<file path="config.mk">
export PLATFORM = sky130hd
export DESIGN_NAME = pixel_channel_constant_alu_top_flat
export DESIGN_NICKNAME = d
export VERILOG_FILES = /design/src/pcca_pkg.sv /design/src/pcca_if.sv /design/src/pcca_cell.sv /design/src/pcca_alu.sv /design/src/pixel_channel_constant_alu_top.sv /design/src/flat_wrapper.sv
export SDC_FILE = /design/constraint.sdc
export NUM_CORES = 2
export LEC_CHECK = 0
export ABC_AREA = 0
export BUFFER_PORTS_ARGS = -buffer_cell sky130_fd_sc_hd__buf_2
export CORE_AREA = 5 5 340 342
export DETAILED_ROUTE_END_ITERATION = 8
export DIE_AREA = 0 0 345 347
export HOLD_SLACK_MARGIN = 0.05
export PLACE_DENSITY = 0.64
export SLEW_MARGIN = 20
export SYNTH_ARGS = -nofsm -noshare
export SYNTH_HDL_FRONTEND = slang
export SYNTH_SLANG_ARGS = --single-unit
</file>
<file path="constraint.sdc">
create_clock -name clk -period 32.4 [get_ports clk]
set_clock_uncertainty 0.1 [all_clocks]
set_input_delay 9.72 -clock clk [delete_from_list [all_inputs] [get_ports clk]]
set_output_delay 9.72 -clock clk [all_outputs]
set_load 0.03 [all_outputs]
</file>
<file path="src/pcca_pkg.sv">
// ----------------------------------------------------------------------------
// pcca_pkg
// shared types, opcodes and sizes for the pixel channel constant alu
// ----------------------------------------------------------------------------
`timescale 1ns / 1ps

package pcca_pkg;

  localparam int MAX_CHANNELS = 4;
  localparam int CHANNELS_DEF = 4;
  localparam int CHAN_W       = 8;
  localparam int RAND_W       = MAX_CHANNELS * CHAN_W;
  localparam int DIV_STEPS    = CHAN_W;
  localparam int OP_W         = 4;
  localparam int EN_W         = 4;
  localparam int CFG_IDX_W    = 2;
  localparam int CFG_DATA_W   = 8;

  typedef enum logic [OP_W-1:0] {
    OP_AND = 4'd0,
    OP_OR  = 4'd1,
    OP_XOR = 4'd2,
    OP_ADD = 4'd3,
    OP_SUB = 4'd4,
    OP_MUL = 4'd5,
    OP_DIV = 4'd6,
    OP_MOD = 4'd7,
    OP_RND = 4'd8
  } op_t;

  typedef enum logic [CFG_IDX_W-1:0] {
    CFG_OPERATION = 2'd0,
    CFG_CONSTANT  = 2'd1,
    CFG_ENABLE    = 2'd2
  } cfg_idx_t;

  typedef struct packed {
    logic [OP_W-1:0]   op;
    logic [CHAN_W-1:0] k;
    logic [EN_W-1:0]   en;
  } cfg_t;

  // rq: remainder in the upper byte, dividend shifting out / quotient shifting in below
  typedef struct packed {
    logic [MAX_CHANNELS-1:0][CHAN_W-1:0]   v;
    logic [MAX_CHANNELS-1:0][CHAN_W-1:0]   rnd;
    logic [MAX_CHANNELS-1:0][2*CHAN_W-1:0] rq;
  } chain_word_t;

endpackage

</file>
<file path="src/pcca_if.sv">
// ----------------------------------------------------------------------------
// pcca_in_if / pcca_out_if
// valid/ready channels for pixel words in and result words out
// ----------------------------------------------------------------------------
`timescale 1ns / 1ps

interface pcca_in_if;
  import pcca_pkg::*;
  logic              valid;
  logic              ready;
  logic [CHAN_W-1:0] in_blue;
  logic [CHAN_W-1:0] in_green;
  logic [CHAN_W-1:0] in_red;
  logic [CHAN_W-1:0] in_alpha;
  logic [RAND_W-1:0] random_word;

  modport source (output valid, in_blue, in_green, in_red, in_alpha, random_word,
                  input ready);
  modport sink   (input valid, in_blue, in_green, in_red, in_alpha, random_word,
                  output ready);
endinterface

interface pcca_out_if;
  import pcca_pkg::*;
  logic              valid;
  logic              ready;
  logic [CHAN_W-1:0] out_blue;
  logic [CHAN_W-1:0] out_green;
  logic [CHAN_W-1:0] out_red;
  logic [CHAN_W-1:0] out_alpha;

  modport source (output valid, out_blue, out_green, out_red, out_alpha, input ready);
  modport sink   (input valid, out_blue, out_green, out_red, out_alpha, output ready);
endinterface

</file>
<file path="src/pcca_cell.sv">
// ----------------------------------------------------------------------------
// pcca_cell
// one restoring divide step per channel lane, registered, with stall handshake
// ----------------------------------------------------------------------------
`timescale 1ns / 1ps

module pcca_cell #(
  parameter int CHANNELS = pcca_pkg::CHANNELS_DEF
) (
  input  logic                        clk,
  input  logic                        rst_n,
  input  logic [pcca_pkg::CHAN_W-1:0] k,
  input  logic                        up_valid,
  output logic                        up_ready,
  input  pcca_pkg::chain_word_t       up_word,
  output logic                        dn_valid,
  input  logic                        dn_ready,
  output pcca_pkg::chain_word_t       dn_word
);
  import pcca_pkg::*;

  logic        valid_r;
  logic        valid_nxt;
  chain_word_t word_r;
  chain_word_t word_nxt;

  assign up_ready = !valid_r || dn_ready;
  assign dn_valid = valid_r;
  assign dn_word  = word_r;

  always_comb begin
    word_nxt.v   = up_word.v;
    word_nxt.rnd = up_word.rnd;
  end

  for (genvar c = 0; c < MAX_CHANNELS; c++) begin : g_lane
    if (c < CHANNELS) begin : g_div
      logic [CHAN_W:0] trial;
      logic [CHAN_W:0] diff;
      logic            ge;
      always_comb begin
        trial = {up_word.rq[c][2*CHAN_W-1:CHAN_W], up_word.rq[c][CHAN_W-1]};
        ge    = trial >= {1'b0, k};
        diff  = ge ? (trial - {1'b0, k}) : trial;
        word_nxt.rq[c] = {diff[CHAN_W-1:0], up_word.rq[c][CHAN_W-2:0], ge};
      end
    end else begin : g_idle
      always_comb begin
        word_nxt.rq[c] = up_word.rq[c];
      end
    end
  end

  always_comb begin
    valid_nxt = valid_r;
    if (up_valid && up_ready) begin
      valid_nxt = 1'b1;
    end else if (dn_ready) begin
      valid_nxt = 1'b0;
    end
  end

  always_ff @(posedge clk) begin
    if (!rst_n) begin
      valid_r <= 1'b0;
    end else begin
      valid_r <= valid_nxt;
    end
  end

  always_ff @(posedge clk) begin
    if (up_valid && up_ready) begin
      word_r <= word_nxt;
    end
  end

`ifndef NO_ASSERTIONS
  a_stall_hold: assert property (@(posedge clk) disable iff (!rst_n)
    valid_r && !dn_ready |=> valid_r && $stable(word_r))
    else $error("cell dropped or changed a stalled word");
`endif

endmodule

</file>
<file path="src/pcca_alu.sv">
// ----------------------------------------------------------------------------
// pcca_alu
// per channel point operation at the end of the chain, into the output register
// ----------------------------------------------------------------------------
`timescale 1ns / 1ps

module pcca_alu #(
  parameter int CHANNELS = pcca_pkg::CHANNELS_DEF
) (
  input  logic                                                clk,
  input  logic                                                rst_n,
  input  pcca_pkg::cfg_t                                      cfg,
  input  logic                                                up_valid,
  output logic                                                up_ready,
  input  pcca_pkg::chain_word_t                               up_word,
  output logic                                                out_valid,
  input  logic                                                out_ready,
  output logic [pcca_pkg::MAX_CHANNELS-1:0][pcca_pkg::CHAN_W-1:0] out_res
);
  import pcca_pkg::*;

  logic                                valid_r;
  logic                                valid_nxt;
  logic [MAX_CHANNELS-1:0][CHAN_W-1:0] res_r;
  logic [MAX_CHANNELS-1:0][CHAN_W-1:0] res_nxt;
  logic                                acc;

  assign up_ready  = !valid_r || out_ready;
  assign acc       = up_valid && up_ready;
  assign out_valid = valid_r;
  assign out_res   = res_r;

  for (genvar c = 0; c < MAX_CHANNELS; c++) begin : g_lane
    logic [CHAN_W-1:0]   v;
    logic [CHAN_W-1:0]   rnd;
    logic [CHAN_W-1:0]   quo;
    logic [CHAN_W-1:0]   rem;
    logic [CHAN_W:0]     sum;
    logic [2*CHAN_W-1:0] prod;
    logic [CHAN_W-1:0]   op_res;
    logic                on;
    always_comb begin
      v    = up_word.v[c];
      rnd  = up_word.rnd[c];
      quo  = up_word.rq[c][CHAN_W-1:0];
      rem  = up_word.rq[c][2*CHAN_W-1:CHAN_W];
      sum  = {1'b0, v} + {1'b0, cfg.k};
      prod = {{CHAN_W{1'b0}}, v} * {{CHAN_W{1'b0}}, cfg.k};
      on   = cfg.en[c] && (c < CHANNELS);
      unique case (cfg.op)
        OP_AND:  op_res = v & cfg.k;
        OP_OR:   op_res = v | cfg.k;
        OP_XOR:  op_res = v ^ cfg.k;
        OP_ADD:  op_res = sum[CHAN_W] ? '1 : sum[CHAN_W-1:0];
        OP_SUB:  op_res = (v > cfg.k) ? (v - cfg.k) : '0;
        OP_MUL:  op_res = (|prod[2*CHAN_W-1:CHAN_W]) ? '1 : prod[CHAN_W-1:0];
        OP_DIV:  op_res = (cfg.k == '0) ? v : quo;
        OP_MOD:  op_res = (cfg.k == '0) ? v : rem;
        OP_RND:  op_res = (v & ~cfg.k) | (rnd & cfg.k);
        default: op_res = v;
      endcase
      res_nxt[c] = on ? op_res : v;
    end
  end

  always_comb begin
    valid_nxt = valid_r;
    if (acc) begin
      valid_nxt = 1'b1;
    end else if (out_ready) begin
      valid_nxt = 1'b0;
    end
  end

  always_ff @(posedge clk) begin
    if (!rst_n) begin
      valid_r <= 1'b0;
    end else begin
      valid_r <= valid_nxt;
    end
  end

  always_ff @(posedge clk) begin
    if (acc) begin
      res_r <= res_nxt;
    end
  end

`ifndef NO_ASSERTIONS
  a_div_zero_pass: assert property (@(posedge clk) disable iff (!rst_n)
    acc && (cfg.op == OP_DIV || cfg.op == OP_MOD) && cfg.k == '0
      |=> res_r == $past(up_word.v))
    else $error("divide by zero did not pass the pixel");

  a_mask_off_pass: assert property (@(posedge clk) disable iff (!rst_n)
    acc && cfg.en == '0 |=> res_r == $past(up_word.v))
    else $error("disabled channels were modified");

  for (genvar c = 0; c < MAX_CHANNELS; c++) begin : g_chk
    if (c < CHANNELS) begin : g_on
      a_mod_range: assert property (@(posedge clk) disable iff (!rst_n)
        acc && cfg.op == OP_MOD && cfg.k != '0 && cfg.en[c]
          |=> res_r[c] < $past(cfg.k))
        else $error("modulo result not below the constant");
    end
  end
`endif

endmodule

</file>
<file path="src/pixel_channel_constant_alu_top.sv">
// ----------------------------------------------------------------------------
// pixel_channel_constant_alu_top
// pipeline: 8 divide cells + output reg, from input word to result word
// throughput: one word per cycle unless the output stalls; one step per cell
// stalls propagate back through the cells; bubbles are squeezed out
// reset: synchronous active-low rst_n empties the chain and restores the
// registers to and, constant 0, all channels enabled
// ----------------------------------------------------------------------------
`timescale 1ns / 1ps

module pixel_channel_constant_alu_top #(
  parameter int CHANNELS = pcca_pkg::CHANNELS_DEF
) (
  input  logic                            clk,
  input  logic                            rst_n,
  input  logic                            cfg_we,
  input  logic [pcca_pkg::CFG_IDX_W-1:0]  cfg_index,
  input  logic [pcca_pkg::CFG_DATA_W-1:0] cfg_wdata,
  pcca_in_if.sink                         in_px,
  pcca_out_if.source                      out_px
);
  import pcca_pkg::*;

  logic [OP_W-1:0]   op_r;
  logic [CHAN_W-1:0] k_r;
  logic [EN_W-1:0]   en_r;
  cfg_t              cfg;

  logic [DIV_STEPS:0] st_valid;
  logic [DIV_STEPS:0] st_ready;
  chain_word_t        st_word [DIV_STEPS+1];

  logic [MAX_CHANNELS-1:0][CHAN_W-1:0] res;
  logic [MAX_CHANNELS-1:0][CHAN_W-1:0] pix;

  // config registers
  always_ff @(posedge clk) begin
    if (!rst_n) begin
      op_r <= OP_AND;
      k_r  <= '0;
      en_r <= '1;
    end else if (cfg_we) begin
      unique case (cfg_index)
        CFG_OPERATION: op_r <= cfg_wdata[OP_W-1:0];
        CFG_CONSTANT:  k_r  <= cfg_wdata[CHAN_W-1:0];
        CFG_ENABLE:    en_r <= cfg_wdata[EN_W-1:0];
        default: ;
      endcase
    end
  end

  assign cfg = '{op: op_r, k: k_r, en: en_r};

  // chain entry
  assign pix = {in_px.in_alpha, in_px.in_red, in_px.in_green, in_px.in_blue};

  always_comb begin
    st_word[0].v   = pix;
    st_word[0].rnd = in_px.random_word;
    for (int c = 0; c < MAX_CHANNELS; c++) begin
      st_word[0].rq[c] = {{CHAN_W{1'b0}}, pix[c]};
    end
  end

  assign st_valid[0] = in_px.valid;
  assign in_px.ready = st_ready[0];

  for (genvar i = 0; i < DIV_STEPS; i++) begin : g_cell
    pcca_cell #(
      .CHANNELS(CHANNELS)
    ) u_cell (
      .clk     (clk),
      .rst_n   (rst_n),
      .k       (k_r),
      .up_valid(st_valid[i]),
      .up_ready(st_ready[i]),
      .up_word (st_word[i]),
      .dn_valid(st_valid[i+1]),
      .dn_ready(st_ready[i+1]),
      .dn_word (st_word[i+1])
    );
  end

  pcca_alu #(
    .CHANNELS(CHANNELS)
  ) u_alu (
    .clk      (clk),
    .rst_n    (rst_n),
    .cfg      (cfg),
    .up_valid (st_valid[DIV_STEPS]),
    .up_ready (st_ready[DIV_STEPS]),
    .up_word  (st_word[DIV_STEPS]),
    .out_valid(out_px.valid),
    .out_ready(out_px.ready),
    .out_res  (res)
  );

  assign out_px.out_blue  = res[0];
  assign out_px.out_green = res[1];
  assign out_px.out_red   = res[2];
  assign out_px.out_alpha = res[3];

endmodule
</file>
<file path="src/flat_wrapper.sv">
// flat-port wrapper written by rule: the top's interface ports become plain ports
module pixel_channel_constant_alu_top_flat import pcca_pkg::*;
#(
  parameter int CHANNELS = pcca_pkg::CHANNELS_DEF
)
  (clk, rst_n, cfg_we, cfg_index, cfg_wdata, in_px_valid, in_px_in_blue, in_px_in_green, in_px_in_red, in_px_in_alpha, in_px_random_word, in_px_ready, out_px_valid, out_px_out_blue, out_px_out_green, out_px_out_red, out_px_out_alpha, out_px_ready);
  pcca_in_if in_px_i ();
  pcca_out_if out_px_i ();
  input  logic clk;
  input  logic rst_n;
  input  logic cfg_we;
  input  logic [pcca_pkg::CFG_IDX_W-1:0] cfg_index;
  input  logic [pcca_pkg::CFG_DATA_W-1:0] cfg_wdata;
  input wire logic [$bits(in_px_i.valid)-1:0] in_px_valid;
  input wire logic [$bits(in_px_i.in_blue)-1:0] in_px_in_blue;
  input wire logic [$bits(in_px_i.in_green)-1:0] in_px_in_green;
  input wire logic [$bits(in_px_i.in_red)-1:0] in_px_in_red;
  input wire logic [$bits(in_px_i.in_alpha)-1:0] in_px_in_alpha;
  input wire logic [$bits(in_px_i.random_word)-1:0] in_px_random_word;
  output wire logic [$bits(in_px_i.ready)-1:0] in_px_ready;
  output wire logic [$bits(out_px_i.valid)-1:0] out_px_valid;
  output wire logic [$bits(out_px_i.out_blue)-1:0] out_px_out_blue;
  output wire logic [$bits(out_px_i.out_green)-1:0] out_px_out_green;
  output wire logic [$bits(out_px_i.out_red)-1:0] out_px_out_red;
  output wire logic [$bits(out_px_i.out_alpha)-1:0] out_px_out_alpha;
  input wire logic [$bits(out_px_i.ready)-1:0] out_px_ready;
  assign in_px_i.valid = in_px_valid;
  assign in_px_i.in_blue = in_px_in_blue;
  assign in_px_i.in_green = in_px_in_green;
  assign in_px_i.in_red = in_px_in_red;
  assign in_px_i.in_alpha = in_px_in_alpha;
  assign in_px_i.random_word = in_px_random_word;
  assign in_px_ready = in_px_i.ready;
  assign out_px_valid = out_px_i.valid;
  assign out_px_out_blue = out_px_i.out_blue;
  assign out_px_out_green = out_px_i.out_green;
  assign out_px_out_red = out_px_i.out_red;
  assign out_px_out_alpha = out_px_i.out_alpha;
  assign out_px_i.ready = out_px_ready;
  pixel_channel_constant_alu_top #(.CHANNELS(CHANNELS)) u_core (.clk(clk), .rst_n(rst_n), .cfg_we(cfg_we), .cfg_index(cfg_index), .cfg_wdata(cfg_wdata), .in_px(in_px_i), .out_px(out_px_i));
endmodule
</file>
# After elaboration in Yosys (flattened, before gate mapping)
# Cells that the tools add are included.
# totals
reg_bits	1081
# classes
addsub	40
mul	4
magnitude_cmp	36
eq_ne	10
mux	78
n_bitwise	25
n_reduce_logical	46
# ops
operator	n
2-to-1 mux 8 bit	52
case mux 8 bit (9 select lines)	4
subtractor 8 bit	32
>= comparator 9 x 8 -> 1 bit	28
bitwise AND 8 bit	12
multiplier 8 x 8 -> 16 bit	4
OR 8 bit	8
adder 8 x 8 -> 9 bit	4
>= comparator 1 x 8 -> 1 bit	4
> comparator 8 bit	4
OR reduction 8 bit	4
subtractor 1 x 8 -> 8 bit	4
bitwise XOR 8 bit	4
2-to-1 mux 1 bit	22
nonzero test 2 bit	9
== test 4 x 3 -> 1 bit, second input constant	4
logical AND 1 bit	9
logical NOT 1 bit	9
logical OR 1 bit	9
== test 4 x 2 -> 1 bit, second input constant	2
logical NOT 8 bit	1
inverter 8 bit	1
AND reduction 2 bit	3
== test 4 x 1 -> 1 bit, second input constant	1
other kinds (5)	5

# Longest topological paths before layout
# depth
depth_word	12
ltp_mapped	23
ltp_nobuf	19

# Modules after synthesis
# A second synthesis with hierarchy kept.
# unflattened
hier_cells	5031
area_unflattened_um2	62631.3
# modules_own_cells
mod	n_inst	cells_per_inst	area_each_um2
pcca_cell at u_core.g_cell[2].u_cell ...	5	368	5780.5
pcca_alu	1	2008	15828.9
pcca_cell at u_core.g_cell[6].u_cell	1	374	5789.3
pcca_cell at u_core.g_cell[0].u_cell	1	372	5756.8
pcca_cell at u_core.g_cell[1].u_cell	1	370	5701.7
pixel_channel_constant_alu_top	1	67	651.9

# Least setup slack after synthesis
# OpenSTA, ideal clock, no wires.
# synth_path
kind	input -> output
from	input out_px_ready
to	output in_px_ready
t_arrival_ns	10.959
required_ns	22.580
setup_slack_ns	11.621
cell_stages	6
path_buffers	0
path_cell_list	nor2b_1 -> and3_1 -> and3_1 -> and2_1 -> and3_1 -> nand2_1
# synth_via
elab_chain_len	9
# synth_rtl
item	line	source
start, declared	flat_wrapper.sv:26	input wire logic [$bits(out_px_i.ready)-1:0] out_px_ready;
logical OR 1 bit	pcca_alu.sv:28	assign up_ready = !valid_r || out_ready;
logical OR 1 bit (8 in a row)	pcca_cell.sv:27	assign up_ready = !valid_r || dn_ready;
end, declared	flat_wrapper.sv:20	output wire logic [$bits(in_px_i.ready)-1:0] in_px_ready;
# No other way between the ends.

# Worst setup path in the final report
# Ends and elaborated chain as after synthesis.

==> metrics.txt <==
# TYPE chip_impl_metric gauge
chip_impl_metric{name="swShare",unit="%"} 23.19
chip_impl_metric{name="grt_start_max_net_pins",unit=""} 78
chip_impl_info{name="ys.flop_type",value="sky130_fd_sc_hd__edfxtp_1"} 1
chip_impl_metric{name="grt-ovfl-total",unit=""} 0
chip_impl_metric{name="fin_nets",unit=""} 5407
chip_impl_metric{name="totalNegativeSetupSlack",unit="ns"} 0
chip_impl_metric{name="synth_edf_count",unit=""} 944
chip_impl_metric{name="synth_area_per_cell",unit="sq um"} 12.26
chip_impl_metric{name="cts.reportedPaths.clkPinSlew",unit="ns"} 0.06
chip_impl_metric{name="synthToLayoutAreaGrowth",unit="%"} 10.69
chip_impl_metric{name="cts_hold_buffers",unit=""} 0
chip_impl_info{name="clock_tree.root_cell",value="sky130_fd_sc_hd__clkbuf_16"} 1
chip_impl_metric{name="viasPerCell",unit=""} 5.501
chip_impl_metric{name="detail_route.iter0.violations",unit=""} 2548
chip_impl_metric{name="switching_power",unit="uW"} 683.6
chip_impl_metric{name="multiInputGateArea",unit="sq um"} 24700
chip_impl_metric{name="pwr_density_cell",unit="nW/um^2"} 47.96
chip_impl_metric{name="seq_power_share",unit="%"} 48.1
chip_impl_metric{name="dieHeight",unit="um"} 347
chip_impl_info{name="yosysTopAreaCell",value="sky130_fd_sc_hd__edfxtp_1"} 1
chip_impl_info{name="run_status",value="complete, no violations"} 1
chip_impl_metric{name="synthesis.yosys.warnings",unit=""} 0
chip_impl_metric{name="detail-route-antenna-nets",unit=""} 0
chip_impl_metric{name="post_cts_resize_count",unit=""} 0
chip_impl_metric{name="synth.net_count",unit=""} 5258
chip_impl_metric{name="pre_cts_slack",unit="ns"} 10.68
chip_impl_info{name="yosys-top-cells-area",value="sky130_fd_sc_hd__edfxtp_1 (51%), sky130_fd_sc_hd__ha_1 (11%), sky130_fd_sc_hd__fa_1 (6.5%)"} 1
chip_impl_metric{name="htree_levels",unit=""} 3
chip_impl_metric{name="gr-usage-all-layers",unit="%"} 20.22
chip_impl_metric{name="drc",unit=""} 0
chip_impl_metric{name="number_of_optimization_iterations_in_the_first_detailed_route_pass",unit=""} 6
chip_impl_metric{name="post_route_cells_drive_above_1_share",unit="%"} 11.30
chip_impl_metric{name="asyncSetResetFlopFracSynth",unit="%"} 0
chip_impl_metric{name="max_clock_freq",unit="MHz"} 45.96
chip_impl_metric{name="place.port_buffers",unit=""} 112
chip_impl_metric{name="timing.critical_path.arrival",unit="ns"} 11.94
chip_impl_metric{name="finalMaxSlewViolations",unit=""} 0
chip_impl_info{name="synth.top_cells.by_count",value="sky130_fd_sc_hd__edfxtp_1 (944), sky130_fd_sc_hd__ha_1 (472), sky130_fd_sc_hd__inv_1 (415)"} 1
chip_impl_metric{name="layout_worst_path_cycle_share",unit="%"} 67.16
chip_impl_metric{name="ys_seq_elements",unit=""} 969
chip_impl_metric{name="num_vias",unit=""} 34450
chip_impl_metric{name="netlist-cell-type-count",unit=""} 88
chip_impl_metric{name="worstPathRequired",unit="ns"} 22.58
chip_impl_metric{name="design.die.area",unit="sq um"} 119700
chip_impl_metric{name="cts_setup_buffers",unit=""} 0
chip_impl_info{name="routed.top_layer",value="met4"} 1
chip_impl_metric{name="cts_buffers",unit=""} 100
chip_impl_metric{name="sequential_cell_area",unit="sq um"} 28850
chip_impl_info{name="crit_path_end_kind",value="output port"} 1
chip_impl_metric{name="timing.final.crit_period",unit="ns"} 21.76
chip_impl_metric{name="synth_sequential_area_ratio",unit="%"} 51.96
chip_impl_info{name="cts_tree",value="done"} 1
chip_impl_metric{name="floorplan.core_area",unit="sq um"} 112000
chip_impl_metric{name="placement_rows",unit=""} 123
chip_impl_metric{name="combPwrFrac",unit="%"} 10.8
chip_impl_metric{name="initial_core_util",unit="%"} 49.56
chip_impl_metric{name="max-vdd-ir-drop",unit="mV"} 0.03946
chip_impl_metric{name="timing.max_slew.rel_slack",unit="%"} 26.94
chip_impl_metric{name="place.gp.congestion",unit=""} 0.8812
chip_impl_metric{name="met3_length",unit="mm"} 6.958
chip_impl_metric{name="numClockSinks",unit=""} 969
chip_impl_metric{name="internal-power",unit="uW"} 2264
chip_impl_metric{name="n_antenna_cell",unit=""} 0
chip_impl_metric{name="grt_antenna_before_repair",unit=""} 0
chip_impl_metric{name="setup_viol",unit=""} 0
chip_impl_metric{name="ports",unit=""} 113
chip_impl_metric{name="worst_pin_slew",unit="ns"} 1.088
chip_impl_metric{name="cts_buffer_depth",unit=""} 3
chip_impl_metric{name="postSynthCellCount",unit=""} 4527
chip_impl_metric{name="detail_route.wl_per_cell",unit="um"} 19.38
chip_impl_metric{name="synth_area",unit="sq um"} 55520
chip_impl_info{name="unrepaired_setup_endpoints_after_global_routing",value="no"} 1
chip_impl_metric{name="dp.final_hpwl",unit="mm"} 85.14
chip_impl_metric{name="num-fill-cells",unit=""} 9396
chip_impl_metric{name="drt-total-wl",unit="mm"} 121.3
chip_impl_metric{name="clk_pwr_share",unit="%"} 41.1
chip_impl_metric{name="crit_fanout",unit=""} 5
chip_impl_metric{name="detail_route.wirelength.met1",unit="mm"} 57.98
chip_impl_metric{name="worst_skew_pair.late_latency",unit="ns"} 0.69
chip_impl_metric{name="met2_wirelength",unit="mm"} 52.98
chip_impl_info{name="timing.hold.worst.class",value="reg2reg"} 1
chip_impl_metric{name="max_cap_viol",unit=""} 0
chip_impl_metric{name="grt_pass1_wl",unit="mm"} 192.8
chip_impl_info{name="timing.setup.critical_path_class",value="in2out"} 1
chip_impl_metric{name="die_width",unit="um"} 345
chip_impl_metric{name="netlist.area_leader.share",unit="%"} 51.05
chip_impl_metric{name="vias_in_the_first_global_route",unit=""} 34240
chip_impl_info{name="post-synth-top-count-cell",value="sky130_fd_sc_hd__edfxtp_1"} 1
chip_impl_metric{name="static_leak",unit="uW"} 0.02350
chip_impl_metric{name="fin_total_pwr",unit="uW"} 2947
chip_impl_metric{name="minimum_setup_slack_in_the_final_design",unit="ns"} 10.64
chip_impl_info{name="worstSetupStartpointType",value="input port"} 1
chip_impl_metric{name="whs",unit="ns"} 0.2949
chip_impl_metric{name="timing_hold_violations_final",unit=""} 0
power by group through the flow:
stage	sequential [uW]	clock, uW	combinational, uW
3_5_place_dp	1450	0	315
6_report	1420	1210	317
5_1_grt	1420	1300	357
2_1_floorplan	1440	0	241
4_1_cts	1420	1240	318
3_3_place_gp	1450	0	309
logic make-up after synthesis:
logic type      synth area share [%]
buf+inv                        3.705
fa+ha+maj                      17.13
simple gates                   9.282
xor+xnor                       2.824
flops                          51.96
mux                            4.804
compound gates                 10.30
layer usage:
metal | global-route usage (%) | vias up
li1 | - | 16760
met1 | 30.10 | 16630
met2 | 30.78 | 868
met3 | 3.125 | 194
met4 | 6.307 | 0
met5 | 0 | -
cell type report:
class | instances | area share [%]
Clock buffer | 113 | 4.151
Multi-Input combinational cell | 3026 | 40.19
Tap cell | 1500 | 3.054
Timing Repair Buffer | 159 | 1.486
Sequential cell | 969 | 46.95
Inverter | 420 | 2.569
Clock inverter | 76 | 1.602
path summary, 6_finish.rpt:
kind	startpoint	endpoint	slack [ns]	cells past startpoint
setup / recovery	out_px_ready	in_px_ready	10.64	9
hold / removal	u_core.g_cell[6].u_cell.dn_word[37]	u_core.g_cell[7].u_cell.dn_word[38]	0.29	0
setup reg to reg	u_core.k_r[3]	u_core.u_alu.out_res[9]	25.48	21
hold reg to reg	u_core.g_cell[6].u_cell.dn_word[37]	u_core.g_cell[7].u_cell.dn_word[38]	0.29	0
placed cells by master, fill, tap and decap left out, drive strengths merged, types with 140 or more instances in the layout:
master,instances
edfxtp,944
buf,159
nand2,263
inv,428
mux2,140
o21ai,236
nor2,383
a21oi,221
fa,180
ha,472
critical path, cell delays in order:
cell                      delay (ns)
sky130_fd_sc_hd__buf_2          0.10
sky130_fd_sc_hd__nor2b_1        0.10
sky130_fd_sc_hd__buf_4          0.19
sky130_fd_sc_hd__and3_1         0.39
sky130_fd_sc_hd__and3_1         0.30
sky130_fd_sc_hd__and2_1         0.33
sky130_fd_sc_hd__and3_1         0.32
sky130_fd_sc_hd__nand2_1        0.24
sky130_fd_sc_hd__buf_2          0.25
through the flow:
stage	instance area [sq um]	util (%)	std cells
after floorplan	55520	-	4527
after global placement	57920	51.70	6074
after detailed placement	57920	51.70	6074
after CTS	61460	54.86	6263
after global routing	61460	54.86	6263
final	61460	54.86	6263
flip-flops by register name (all words and copies together), names as in the netlist:
| signal | count |
|---|---|
| u_core.en_r | 4 |
| u_core.g_cell.u_cell.dn_valid | 8 |
| u_core.g_cell.u_cell.dn_word | 912 |
| u_core.k_r | 8 |
| u_core.op_r | 4 |
| u_core.u_alu.out_res | 32 |
| u_core.u_alu.out_valid | 1 |
Power figures use the tool's default switching activity.
